$ cat src/hdl/dtp_pkg.sv
`timescale 1ns / 1ps
// ----------------------------------------------------------------------------
// dtp_pkg
// Character codes, error codes and helpers for the decimal timestamp parser.
// ----------------------------------------------------------------------------
package dtp_pkg;

    localparam int SEC_W    = 64;
    localparam int FRAC_W   = 30;
    localparam int PLACES_W = 4;
    localparam int TS_W     = 64;

    localparam logic [7:0] CH_DOT   = 8'h2E;
    localparam logic [7:0] CH_PLUS  = 8'h2B;
    localparam logic [7:0] CH_MINUS = 8'h2D;
    localparam logic [7:0] CH_ZERO  = 8'h30;
    localparam logic [7:0] CH_NINE  = 8'h39;

    localparam logic [2:0] ERR_OK        = 3'd0;
    localparam logic [2:0] ERR_EMPTY     = 3'd1;
    localparam logic [2:0] ERR_NEGATIVE  = 3'd2;
    localparam logic [2:0] ERR_BAD_SEC   = 3'd3;
    localparam logic [2:0] ERR_BAD_DOT   = 3'd4;
    localparam logic [2:0] ERR_BAD_FRAC  = 3'd5;
    localparam logic [2:0] ERR_TOO_LARGE = 3'd6;

    localparam logic [1:0] PH_START    = 2'd0;
    localparam logic [1:0] PH_SECONDS  = 2'd1;
    localparam logic [1:0] PH_FRACTION = 2'd2;

    localparam logic FMT_MS = 1'b0;
    localparam logic FMT_NS = 1'b1;

    localparam logic [PLACES_W-1:0] PLACES_NS = 4'd9;
    localparam logic [PLACES_W-1:0] PLACES_MS = 4'd3;

    localparam logic [FRAC_W-1:0] UNIT_MAX_NS = 30'd999999999;
    localparam logic [FRAC_W-1:0] UNIT_MAX_MS = 30'd999;

    localparam logic [SEC_W-1:0] SEC_MAX_NS = 64'h0000_0000_FFFF_FFFF;
    localparam logic [SEC_W-1:0] SEC_MAX_MS = '1;

    // finished text, handed from the parse stage to the step stage
    typedef struct packed {
        logic [SEC_W-1:0]  sec;
        logic [FRAC_W-1:0] frac;
        logic              seen;
        logic [2:0]        err;
        logic              empty_start;
        logic              plus;
        logic              minus;
        logic              fmt;
    } t_snap;

    function automatic logic [FRAC_W-1:0] dec_pow(input logic [PLACES_W-1:0] idx);
        logic [FRAC_W-1:0] v;
        case (idx)
            4'd0:    v = 30'd1;
            4'd1:    v = 30'd10;
            4'd2:    v = 30'd100;
            4'd3:    v = 30'd1000;
            4'd4:    v = 30'd10000;
            4'd5:    v = 30'd100000;
            4'd6:    v = 30'd1000000;
            4'd7:    v = 30'd10000000;
            4'd8:    v = 30'd100000000;
            default: v = 30'd0;
        endcase
        return v;
    endfunction

endpackage

$ cat src/hdl/dtp_in_if.sv
`timescale 1ns / 1ps
// ----------------------------------------------------------------------------
// dtp_in_if
// Character stream channel: one text character per item.
// ----------------------------------------------------------------------------
interface dtp_in_if;
    logic       valid;
    logic       ready;
    logic [7:0] char_code;
    logic       last_char;
    logic       empty_text;

    modport source (output valid, output char_code, output last_char, output empty_text,
                    input ready);
    modport sink   (input valid, input char_code, input last_char, input empty_text,
                    output ready);
    modport monitor (input valid, input ready, input char_code, input last_char,
                     input empty_text);
endinterface

$ cat src/hdl/dtp_out_if.sv
`timescale 1ns / 1ps
// ----------------------------------------------------------------------------
// dtp_out_if
// Result channel: packed timestamp, short-form flag and error code.
// ----------------------------------------------------------------------------
interface dtp_out_if;
    logic        valid;
    logic        ready;
    logic [63:0] timestamp;
    logic        short_form;
    logic [2:0]  error_code;

    modport source (output valid, output timestamp, output short_form, output error_code,
                    input ready);
    modport sink   (input valid, input timestamp, input short_form, input error_code,
                    output ready);
    modport monitor (input valid, input ready, input timestamp, input short_form,
                     input error_code);
endinterface

$ cat src/hdl/decimal_timestamp_parser_top.sv
`timescale 1ns / 1ps
// A result is offered once it has passed the snapshot, step and pack registers.
// Throughput: one character per cycle unless the result channel stalls; the
// multiply-by-ten seconds update and the fraction digit add close in the single parse stage each cycle.
// Results pass a step stage and a pack stage, each with its own valid bit.
// Reset (i_rst_n low, synchronous): text restarts, format returns to ns mode,
// pipeline empties.
// ----------------------------------------------------------------------------
// decimal_timestamp_parser_top
// Parses a decimal timestamp text character by character and packs it into
// a seconds/nanoseconds word or a millisecond count.
// ----------------------------------------------------------------------------
module decimal_timestamp_parser_top (
    input  logic          i_clk,
    input  logic          i_rst_n,
    input  logic          i_cfg_wr_en,
    input  logic          i_cfg_wr_data,
    dtp_in_if.sink        i_in,
    dtp_out_if.source     o_out
);
    import dtp_pkg::*;

    // configuration and parse state
    logic                r_fmt;
    logic [1:0]          r_phase;
    logic [SEC_W-1:0]    r_sec;
    logic                r_seen;
    logic [FRAC_W-1:0]   r_frac;
    logic [PLACES_W-1:0] r_places;
    logic [2:0]          r_err;

    logic [1:0]          n_phase;
    logic [SEC_W-1:0]    n_sec;
    logic                n_seen;
    logic [FRAC_W-1:0]   n_frac;
    logic [PLACES_W-1:0] n_places;
    logic [2:0]          n_err;

    // pipeline
    logic                r_b_valid;
    t_snap               r_b;
    t_snap               n_b;
    logic                r_c_valid;
    logic [SEC_W-1:0]    r_c_sec;
    logic [FRAC_W-1:0]   r_c_frac;
    logic [2:0]          r_c_err;
    logic                r_c_fmt;
    logic [SEC_W-1:0]    n_c_sec;
    logic [FRAC_W-1:0]   n_c_frac;
    logic [2:0]          n_c_err;
    logic                r_out_valid;
    logic [TS_W-1:0]     r_ts;
    logic                r_short;
    logic [2:0]          r_out_err;
    logic [TS_W-1:0]     n_ts;
    logic                n_short;
    logic [2:0]          n_out_err;

    logic                c_ready;
    logic                b_ready;
    logic                in_acc;
    logic                is_digit;
    logic                is_sign;
    logic                take_en;
    logic [3:0]          dgt;
    logic [SEC_W+3:0]    acc10;
    logic [FRAC_W+3:0]   frac_term;
    logic [PLACES_W-1:0] places_rst;

    assign c_ready    = !r_out_valid || o_out.ready;
    assign b_ready    = !r_c_valid || c_ready;
    assign i_in.ready = !r_b_valid || b_ready;
    assign in_acc     = i_in.valid && i_in.ready;

    assign places_rst = (r_fmt == FMT_NS) ? PLACES_NS : PLACES_MS;

    // ---------------- parse stage ----------------
    assign is_digit = (i_in.char_code >= CH_ZERO) && (i_in.char_code <= CH_NINE);
    assign is_sign  = (i_in.char_code == CH_PLUS) || (i_in.char_code == CH_MINUS);
    assign dgt      = i_in.char_code[3:0];
    // a final sign is the unit step, not text
    assign take_en  = !i_in.empty_text && !(i_in.last_char && is_sign);

    // acc*10 + d; anything above bit 63 means the seconds overflowed
    assign acc10     = ({4'b0, r_sec} << 3) + ({4'b0, r_sec} << 1) + {{SEC_W{1'b0}}, dgt};
    assign frac_term = {{FRAC_W{1'b0}}, dgt} * {4'b0, dec_pow(r_places - 4'd1)};

    always_comb begin
        n_phase  = r_phase;
        n_sec    = r_sec;
        n_seen   = r_seen;
        n_frac   = r_frac;
        n_places = r_places;
        n_err    = r_err;
        if (r_err == ERR_OK) begin
            if (r_phase == PH_START && i_in.char_code == CH_MINUS) begin
                n_err = ERR_NEGATIVE;
            end else if (r_phase == PH_START || r_phase == PH_SECONDS) begin
                n_phase = PH_SECONDS;
                if (is_digit) begin
                    n_seen = 1'b1;
                    if (acc10[SEC_W+3:SEC_W] != 4'd0) begin
                        n_sec = '1;
                        n_err = ERR_BAD_SEC;
                    end else begin
                        n_sec = acc10[SEC_W-1:0];
                    end
                end else if (!r_seen) begin
                    n_err = ERR_BAD_SEC;
                end else if (i_in.char_code == CH_DOT) begin
                    n_phase = PH_FRACTION;
                end else begin
                    n_err = ERR_BAD_DOT;
                end
            end else begin
                if (!is_digit) begin
                    n_err = ERR_BAD_FRAC;
                end else if (r_places != '0) begin
                    // digits past the unit resolution are checked only
                    n_places = r_places - 4'd1;
                    n_frac   = r_frac + frac_term[FRAC_W-1:0];
                end
            end
        end
    end

    always_comb begin
        n_b.sec         = take_en ? n_sec : r_sec;
        n_b.frac        = take_en ? n_frac : r_frac;
        n_b.seen        = take_en ? n_seen : r_seen;
        n_b.err         = take_en ? n_err : r_err;
        n_b.empty_start = i_in.empty_text && r_phase == PH_START && r_err == ERR_OK;
        n_b.plus        = !i_in.empty_text && i_in.char_code == CH_PLUS;
        n_b.minus       = !i_in.empty_text && i_in.char_code == CH_MINUS;
        n_b.fmt         = r_fmt;
    end

    always_ff @(posedge i_clk) begin
        if (!i_rst_n) begin
            r_fmt    <= FMT_NS;
            r_phase  <= PH_START;
            r_sec    <= '0;
            r_seen   <= 1'b0;
            r_frac   <= '0;
            r_places <= PLACES_NS;
            r_err    <= ERR_OK;
        end else if (i_cfg_wr_en) begin
            r_fmt    <= i_cfg_wr_data;
            r_phase  <= PH_START;
            r_sec    <= '0;
            r_seen   <= 1'b0;
            r_frac   <= '0;
            r_places <= (i_cfg_wr_data == FMT_NS) ? PLACES_NS : PLACES_MS;
            r_err    <= ERR_OK;
        end else if (in_acc) begin
            if (i_in.last_char) begin
                r_phase  <= PH_START;
                r_sec    <= '0;
                r_seen   <= 1'b0;
                r_frac   <= '0;
                r_places <= places_rst;
                r_err    <= ERR_OK;
            end else if (!i_in.empty_text) begin
                r_phase  <= n_phase;
                r_sec    <= n_sec;
                r_seen   <= n_seen;
                r_frac   <= n_frac;
                r_places <= n_places;
                r_err    <= n_err;
            end
        end
    end

    // ---------------- step stage ----------------
    always_comb begin
        logic [FRAC_W-1:0] unit_max;
        logic [SEC_W-1:0]  sec_max;
        unit_max = (r_b.fmt == FMT_NS) ? UNIT_MAX_NS : UNIT_MAX_MS;
        sec_max  = (r_b.fmt == FMT_NS) ? SEC_MAX_NS : SEC_MAX_MS;
        n_c_sec  = r_b.sec;
        n_c_frac = r_b.frac;
        if (r_b.empty_start) begin
            n_c_err = ERR_EMPTY;
        end else if (r_b.err == ERR_OK && !r_b.seen) begin
            n_c_err = ERR_BAD_SEC;
        end else begin
            n_c_err = r_b.err;
        end
        if (r_b.plus) begin
            if (r_b.frac < unit_max) begin
                n_c_frac = r_b.frac + 30'd1;
            end else begin
                n_c_frac = '0;
                n_c_sec  = (r_b.sec < sec_max) ? r_b.sec + 64'd1 : '0;
            end
        end else if (r_b.minus) begin
            if (r_b.frac != '0) begin
                n_c_frac = r_b.frac - 30'd1;
            end else begin
                n_c_frac = unit_max;
                n_c_sec  = (r_b.sec != '0) ? r_b.sec - 64'd1 : sec_max;
            end
        end
    end

    // ---------------- pack stage ----------------
    always_comb begin
        logic [SEC_W+10:0] sec_w;
        logic [SEC_W+10:0] ms_total;
        sec_w     = {11'b0, r_c_sec};
        // seconds*1000 = seconds*1024 - seconds*16 - seconds*8
        ms_total  = (sec_w << 10) - (sec_w << 4) - (sec_w << 3)
                    + {{(SEC_W-FRAC_W+11){1'b0}}, r_c_frac};
        n_ts      = '0;
        n_short   = 1'b0;
        n_out_err = r_c_err;
        if (r_c_err == ERR_OK) begin
            if (r_c_fmt == FMT_NS) begin
                if (r_c_sec > SEC_MAX_NS) begin
                    n_out_err = ERR_TOO_LARGE;
                end else begin
                    n_ts    = {r_c_sec[31:0], 2'b00, r_c_frac};
                    n_short = (r_c_frac == '0);
                end
            end else begin
                if (ms_total[SEC_W+10:SEC_W] != 11'd0) begin
                    n_out_err = ERR_TOO_LARGE;
                end else begin
                    n_ts = ms_total[SEC_W-1:0];
                end
            end
        end
    end

    always_ff @(posedge i_clk) begin
        if (!i_rst_n) begin
            r_b_valid   <= 1'b0;
            r_c_valid   <= 1'b0;
            r_out_valid <= 1'b0;
        end else begin
            if (i_in.ready) begin
                r_b_valid <= in_acc && i_in.last_char;
            end
            if (b_ready) begin
                r_c_valid <= r_b_valid;
            end
            if (c_ready) begin
                r_out_valid <= r_c_valid;
            end
        end
    end

    always_ff @(posedge i_clk) begin
        if (i_in.ready) begin
            r_b <= n_b;
        end
        if (b_ready) begin
            r_c_sec  <= n_c_sec;
            r_c_frac <= n_c_frac;
            r_c_err  <= n_c_err;
            r_c_fmt  <= r_b.fmt;
        end
        if (c_ready) begin
            r_ts      <= n_ts;
            r_short   <= n_short;
            r_out_err <= n_out_err;
        end
    end

    assign o_out.valid      = r_out_valid;
    assign o_out.timestamp  = r_ts;
    assign o_out.short_form = r_short;
    assign o_out.error_code = r_out_err;

endmodule

$ cat src/flat_wrapper.sv
// flat-port wrapper written by rule: the top's interface ports become plain ports
module decimal_timestamp_parser_top_flat import dtp_pkg::*;
  (i_clk, i_rst_n, i_cfg_wr_en, i_cfg_wr_data, i_in_valid, i_in_char_code, i_in_last_char, i_in_empty_text, i_in_ready, o_out_valid, o_out_timestamp, o_out_short_form, o_out_error_code, o_out_ready);
  dtp_in_if i_in_i ();
  dtp_out_if o_out_i ();
  input  logic i_clk;
  input  logic i_rst_n;
  input  logic i_cfg_wr_en;
  input  logic i_cfg_wr_data;
  input wire logic [$bits(i_in_i.valid)-1:0] i_in_valid;
  input wire logic [$bits(i_in_i.char_code)-1:0] i_in_char_code;
  input wire logic [$bits(i_in_i.last_char)-1:0] i_in_last_char;
  input wire logic [$bits(i_in_i.empty_text)-1:0] i_in_empty_text;
  output wire logic [$bits(i_in_i.ready)-1:0] i_in_ready;
  output wire logic [$bits(o_out_i.valid)-1:0] o_out_valid;
  output wire logic [$bits(o_out_i.timestamp)-1:0] o_out_timestamp;
  output wire logic [$bits(o_out_i.short_form)-1:0] o_out_short_form;
  output wire logic [$bits(o_out_i.error_code)-1:0] o_out_error_code;
  input wire logic [$bits(o_out_i.ready)-1:0] o_out_ready;
  assign i_in_i.valid = i_in_valid;
  assign i_in_i.char_code = i_in_char_code;
  assign i_in_i.last_char = i_in_last_char;
  assign i_in_i.empty_text = i_in_empty_text;
  assign i_in_ready = i_in_i.ready;
  assign o_out_valid = o_out_i.valid;
  assign o_out_timestamp = o_out_i.timestamp;
  assign o_out_short_form = o_out_i.short_form;
  assign o_out_error_code = o_out_i.error_code;
  assign o_out_i.ready = o_out_ready;
  decimal_timestamp_parser_top u_core (.i_clk(i_clk), .i_rst_n(i_rst_n), .i_cfg_wr_en(i_cfg_wr_en), .i_cfg_wr_data(i_cfg_wr_data), .i_in(i_in_i), .o_out(o_out_i));
endmodule
$ cat config.mk
export PLATFORM = sky130hd
export DESIGN_NAME = decimal_timestamp_parser_top_flat
export DESIGN_NICKNAME = d
export VERILOG_FILES = /design/src/hdl/dtp_pkg.sv /design/src/hdl/dtp_in_if.sv /design/src/hdl/dtp_out_if.sv /design/src/hdl/decimal_timestamp_parser_top.sv /design/src/flat_wrapper.sv
export SDC_FILE = /design/constraint.sdc
export NUM_CORES = 2
export LEC_CHECK = 0
export BUFFER_PORTS_ARGS = -buffer_cell sky130_fd_sc_hd__buf_2
export CAP_MARGIN = 10
export CORE_MARGIN = 10
export CORE_UTILIZATION = 50
export CTS_BUF_LIST = sky130_fd_sc_hd__clkbuf_8
export DETAILED_ROUTE_END_ITERATION = 7
export PLACE_DENSITY = 0.66
export SKIP_CTS_REPAIR_TIMING = 1
export SLEW_MARGIN = 30
export SYNTH_ARGS = -nofsm -noshare
export SYNTH_HDL_FRONTEND = slang
export SYNTH_SLANG_ARGS = --single-unit
$ cat constraint.sdc
create_clock -name i_clk -period 9.5 [get_ports i_clk]
set_clock_uncertainty 0.15 [all_clocks]
set_input_delay 0.95 -clock i_clk [delete_from_list [all_inputs] [get_ports i_clk]]
set_output_delay 0.95 -clock i_clk [all_outputs]
set_load 0.05 [all_outputs]
# == Yosys cells after proc, flatten, opt, wreduce, memory -nomap -nowiden ==
# Memories as Yosys holds them, arrays and structs flattened.
# Index checks and enable logic that the tools add are counted.
# totals
mem_bits_ro,400
input_bits,16
word_cells,173
reg_bits,376
n_memories,1
# memory_table
memory,words,width,rd,rd_ports_with_merged_regs,write_ports,line_no,text
(no name shown),16,25,1,0,0,dtp_pkg.sv:57,case (idx)
# classes
eq_ne,9
n_reduce_logical,44
bitwise,3
muxes,73
add_sub_neg,11
order_cmp,5
multipliers,1
# op_table
cell,n
$mux W64,18
$mux W30,13
$add A75 B30 Y75,1
$sub A74 B68 Y75,1
$sub A75 B67 Y75,1
$add A67 B65 Y68,1
$add A68 B4 Y68,1
$add A64 B1 Y64 const B,1
$gt A64 B32 Y1 const B,1
$lt A64 B64 Y1,1
$reduce_bool A64 Y1,1
$sub A64 B1 Y64 const B,1
$mux W3,15
$mux W4,11
$add A30 B1 Y30 const B,1
$add A30 B30 Y30,1
$logic_not A30 Y1,1
$lt A30 B30 Y1,1
$mul A4 B30 Y30,1
$reduce_bool A30 Y1,1
$sub A30 B1 Y30 const B,1
$eq A8 B6 Y1 const B,3
$mux W2,9
$logic_and A1 B1 Y1,11
other kinds (21),49

# == Depth between registers and ports, before layout ==
# An unclocked memory read counts as a cell.
# logic_depth
ltp_word,11
mapped_depth,25

# == Least setup slack after synthesis ==
# No wires, ideal clock.
# synth_timing
path_type,in2reg
startpoint,input o_out_ready
endpoint,register u_core.r_sec[55]
stages,11
arrival_ps,6239
t_required_ps,9263
setup_ps,87
setup_slack_ps,3024
path_cell_list,nor2b_1 nand3_1 nand2_1 or2_2 clkbuf_1 nand2_1 nor2_1 clkbuf_1 clkbuf_1 nand2_1 o31ai_1
# synth_between
elab_chain_cells,5
# synth_rtl
element,line_no,text
"start, declared",flat_wrapper.sv:19,input wire logic [$bits(o_out_i.ready)-1:0] o_out_ready;
$logic_or A1 B1 Y1,decimal_timestamp_parser_top.sv:70,assign c_ready = !r_out_valid || o_out.ready;
$logic_or A1 B1 Y1,decimal_timestamp_parser_top.sv:71,assign b_ready = !r_c_valid || c_ready;
$logic_or A1 B1 Y1,decimal_timestamp_parser_top.sv:72,assign i_in.ready = !r_b_valid || b_ready;
named net i_in_ready,flat_wrapper.sv:14,output wire logic [$bits(i_in_i.ready)-1:0] i_in_ready;
$logic_and A1 B1 Y1,decimal_timestamp_parser_top.sv:73,assign in_acc = i_in.valid && i_in.ready;
$reduce_and A2 Y1 (no source line),n/a,
"end signal, assigned",decimal_timestamp_parser_top.sv:165,r_sec <= n_sec;
"end, declared",decimal_timestamp_parser_top.sv:26,logic [SEC_W-1:0] r_sec;
# The timed path passes the listed nets, and every way through them passes these cells.
# A chain may end at the register's enable or synchronous reset.

# == Worst setup path in the final report ==
# layout_timing
startpoint,register u_core.r_places[0]
endpoint,register u_core.r_frac[29]
# layout_between
elab_chain_cells,11
elab_cells_between_ends,12
# layout_rtl
element,line_no,text
"start, declared",decimal_timestamp_parser_top.sv:29,logic [PLACES_W-1:0] r_places;
"start signal, assigned",decimal_timestamp_parser_top.sv:153,r_places <= (i_cfg_wr_data == FMT_NS) ? PLACES_NS : PLACES_MS;
"start signal, assigned",decimal_timestamp_parser_top.sv:161,r_places <= places_rst;
"start signal, assigned",decimal_timestamp_parser_top.sv:168,r_places <= n_places;
$sub A4 B1 Y4,decimal_timestamp_parser_top.sv:86,"assign frac_term = {{FRAC_W{1'b0}}, dgt} * {4'b0, dec_pow(r_places - 4'd1)};"
$mem_v2 Z16 W25,n/a,
$mul A4 B30 Y30,decimal_timestamp_parser_top.sv:86,
$add A30 B30 Y30,decimal_timestamp_parser_top.sv:121,n_frac = r_frac + frac_term[FRAC_W-1:0];
$mux W30 *,decimal_timestamp_parser_top.sv:118,end else if (r_places != '0) begin
$mux W30 *,decimal_timestamp_parser_top.sv:116,if (!is_digit) begin
$mux W30 *,decimal_timestamp_parser_top.sv:98,end else if (r_phase == PH_START || r_phase == PH_SECONDS) begin
$mux W30 *,decimal_timestamp_parser_top.sv:96,if (r_phase == PH_START && i_in.char_code == CH_MINUS) begin
$mux W30 *,decimal_timestamp_parser_top.sv:95,if (r_err == ERR_OK) begin
$mux W30 *,decimal_timestamp_parser_top.sv:163,end else if (!i_in.empty_text) begin
$mux W30 *,decimal_timestamp_parser_top.sv:156,if (i_in.last_char) begin
"end signal, assigned",decimal_timestamp_parser_top.sv:167,r_frac <= n_frac;
"end, declared",decimal_timestamp_parser_top.sv:28,logic [FRAC_W-1:0] r_frac;
# Every way passes the cells marked *; elsewhere a longest branch is shown, timed or not. The select of a mux whose other input is x is not followed.

==> flow_metrics.tcl <==
set metrics [dict create \
    dr.pass1.iters 5 \
    routed_wl_um 116000 \
    r2r-start "u_core.r_places[0]" \
    period_minus_slack_ns 7.71 \
    ys_seq_area_frac 0.270 \
    antenna_found_initial 6 \
    intPower_mw 3.15 \
    viasPerCell 6.18 \
    hold_path_class "register to register" \
    vias 33400 \
    path_clk_slew_ns 0.07 \
    grt-ovfl-total 0 \
    portBuffers 85 \
    drtAntennaViolNets 0 \
    fillers 7097 \
    cts.sinks 376 \
    syn_to_final_growth_pct 6.44 \
    drc 0 \
    synthTopCellsByCount "nor2_1, ha_1, a21oi_1, nand2_1, inv_1" \
    ys_ff_latch 376 \
    pwr-share-clk 0.316 \
    path_class "register to register" \
    hold_slack_ns 0.292 \
    grt_pass1_wl_um 181000 \
    grt_usage 0.261 \
    num_io_pins 86 \
    multi_input_area_um2 25600 \
    syn_nets 4999 \
    row_count 100 \
    grt_pass1_vias 31500 \
    synth_area_per_cell_um2 8.51 \
    synth_cell_type_count 90 \
    wl_per_cell_um 21.4 \
    dpl_worst_slack_ns 1.91 \
    total_power_mw 4.89 \
    yosysTopAreaCellShare 0.213 \
    synth-async-reset-ratio 0 \
    drive_gt1_frac 0.0680 \
    gp_congestion 0.973 \
    htreeDepth 3 \
    layout.cells.non_filler 5411 \
    synth-edff-count 268 \
    powerDensity_nw_per_um2 122 \
    root_buffer "clkbuf_8" \
    place_area_um2 38800 \
    swShare 0.356 \
    hold_violations 0 \
    cts_max_path_buffers 3 \
    required_ns 9.96 \
    period_share 0.811 \
    yosys-top-cells-area "edfxtp_1, ha_1, fa_1" \
    fmax_mhz 130 \
    synth_cells 4441 \
    start_util 0.506 \
    end_kind "register" \
    yosysMostFrequentCell "nor2_1" \
    p_leak_nw 17.9 \
    status "complete, no violations" \
    path_max_fanout 18 \
    cts_buffers 68 \
    die_x_um 295 \
    fin_area_um2 40200 \
    maxCapViolations 0 \
    seq_area_um2 10200 \
    cts_tree "done" \
    ir_drop_mv 0.103 \
    tightest_slew_ns 1.10 \
    drtIter0Drc 3090 \
    fin_util 0.538 \
    grt_max_degree 87 \
    setup_viol 0 \
    setup_tns_ns 0 \
    finalWorstSetupSlack_ns 1.79 \
    critPathLaunchType "register" \
    hold_path.startpoint "u_core.r_c_err[0]" \
    startpoint "u_core.r_places[0]" \
    synthFlopType "edfxtp_1" \
    slew_headroom 0.263 \
    yosys.area.top_type "edfxtp_1" \
    fp.dieH_um 295 \
    core_um2 74700 \
    hpwl_um 89300 \
    nNetsFinal 4945 \
    switching_power_mw 1.74 \
    combPwrFrac 0.314 \
    slew_violations 0 \
    dp.cells 5286 \
    seqPwrFrac 0.370 \
    rsz0062_at_grt "no" \
    critPathArrivalTime_ns 8.16 \
    ys_warn_count 0 \
    netlist_area_um2 37800 \
    dieArea_um2 86900 \
    clkLatencyLatePin_ns 0.68 \
]
[metal layers]
metal	wire length [um]	vias to the layer above	global-route usage
li1	-	16100	-
met1	52600	15900	0.365
met2	51100	1258	0.406
met3	8190	223	0.0354
met4	3850	0	0.0925
met5	0	-	0
[layout by cell type (no fill, tap or decap), types with 44 or more instances in the layout]
| master | n |
|---|---|
| nand3_1 | 120 |
| o21bai_1 | 45 |
| inv_1 | 302 |
| clkbuf_8 | 75 |
| ha_1 | 387 |
| fa_1 | 155 |
| nor3_1 | 126 |
| nor2_1 | 441 |
| and3_1 | 82 |
| nor2b_1 | 44 |
| a22o_1 | 56 |
| o21ai_0 | 206 |
| buf_2 | 85 |
| dfxtp_1 | 108 |
| nand4_1 | 103 |
| edfxtp_1 | 268 |
| a21oi_1 | 353 |
| xnor2_1 | 135 |
| xor2_1 | 95 |
| a31oi_1 | 61 |
| a21o_1 | 123 |
| nand2_1 | 340 |
[worst max-delay path, stage by stage (launching register included)]
cell	delay (ns)
dfxtp_1	0.45
inv_1	0.22
ha_1	0.30
xnor2_1	0.22
nor2_1	0.72
and2_1	0.26
a21oi_1	0.10
nor2b_1	0.22
fa_1	0.45
fa_1	0.56
inv_1	0.06
fa_1	0.49
inv_1	0.04
ha_1	0.36
and4_1	0.26
o21ai_0	0.09
o21ai_0	0.53
a211oi_1	0.30
o31a_1	0.43
o311ai_0	0.57
a2111o_1	0.26
nand4_1	0.12
or3_1	0.36
o21ai_0	0.08
[power groups by stage]
stage	Sequential (mW)	Clock, mW	Combinational (mW)
2_1_floorplan	1.84	0	1.13
3_3_place_gp	1.84	0	1.50
3_5_place_dp	1.84	0	1.51
4_1_cts	1.81	1.59	1.52
5_1_grt	1.81	1.66	1.70
6_report	1.81	1.54	1.54
[registers in the layout, summed over array words and instances (netlist names), 2 cells and up]
name                     flops
u_core.o_out.error_code      3
u_core.r_sec                64
u_core.o_out.timestamp      64
u_core.r_b                 102
u_core.r_err                 3
u_core.r_phase               2
u_core.r_frac               30
u_core.r_c_err               3
u_core.r_places              4
u_core.r_c_sec              64
u_core.r_c_frac             30
[logic make-up after synthesis]
| kind of cell | count (synthesis) | synth area share |
|---|---|---|
| buffers and inverters | 538 | 0.0554 |
| DFF | 376 | 0.270 |
| muxes | 28 | 0.00775 |
| AOI/OAI and AO/OA | 1221 | 0.210 |
| xor gates and xnor gates | 230 | 0.0533 |
| and+or+nand+nor | 1506 | 0.193 |
| adders and majority gates | 542 | 0.210 |
[path summary, 6_finish.rpt]
kind | to | slack (ns) | depth (start not counted)
min | u_core.o_out.error_code[0] | 0.29 | 0
max | u_core.r_frac[29] | 1.79 | 23
min reg2reg | u_core.o_out.error_code[0] | 0.29 | 0
max reg2reg | u_core.r_frac[29] | 1.79 | 23
[area by class of cell]
class	count	area share
Multi-Input combinational cell	3527	0.636
Antenna cell	3	0.000187
Inverter	290	0.0271
Timing Repair Buffer	124	0.0184
Clock inverter	47	0.00812
Clock buffer	75	0.0257
Sequential cell	376	0.254
Tap cell	969	0.0302
Power figures use the tool's default switching activity.
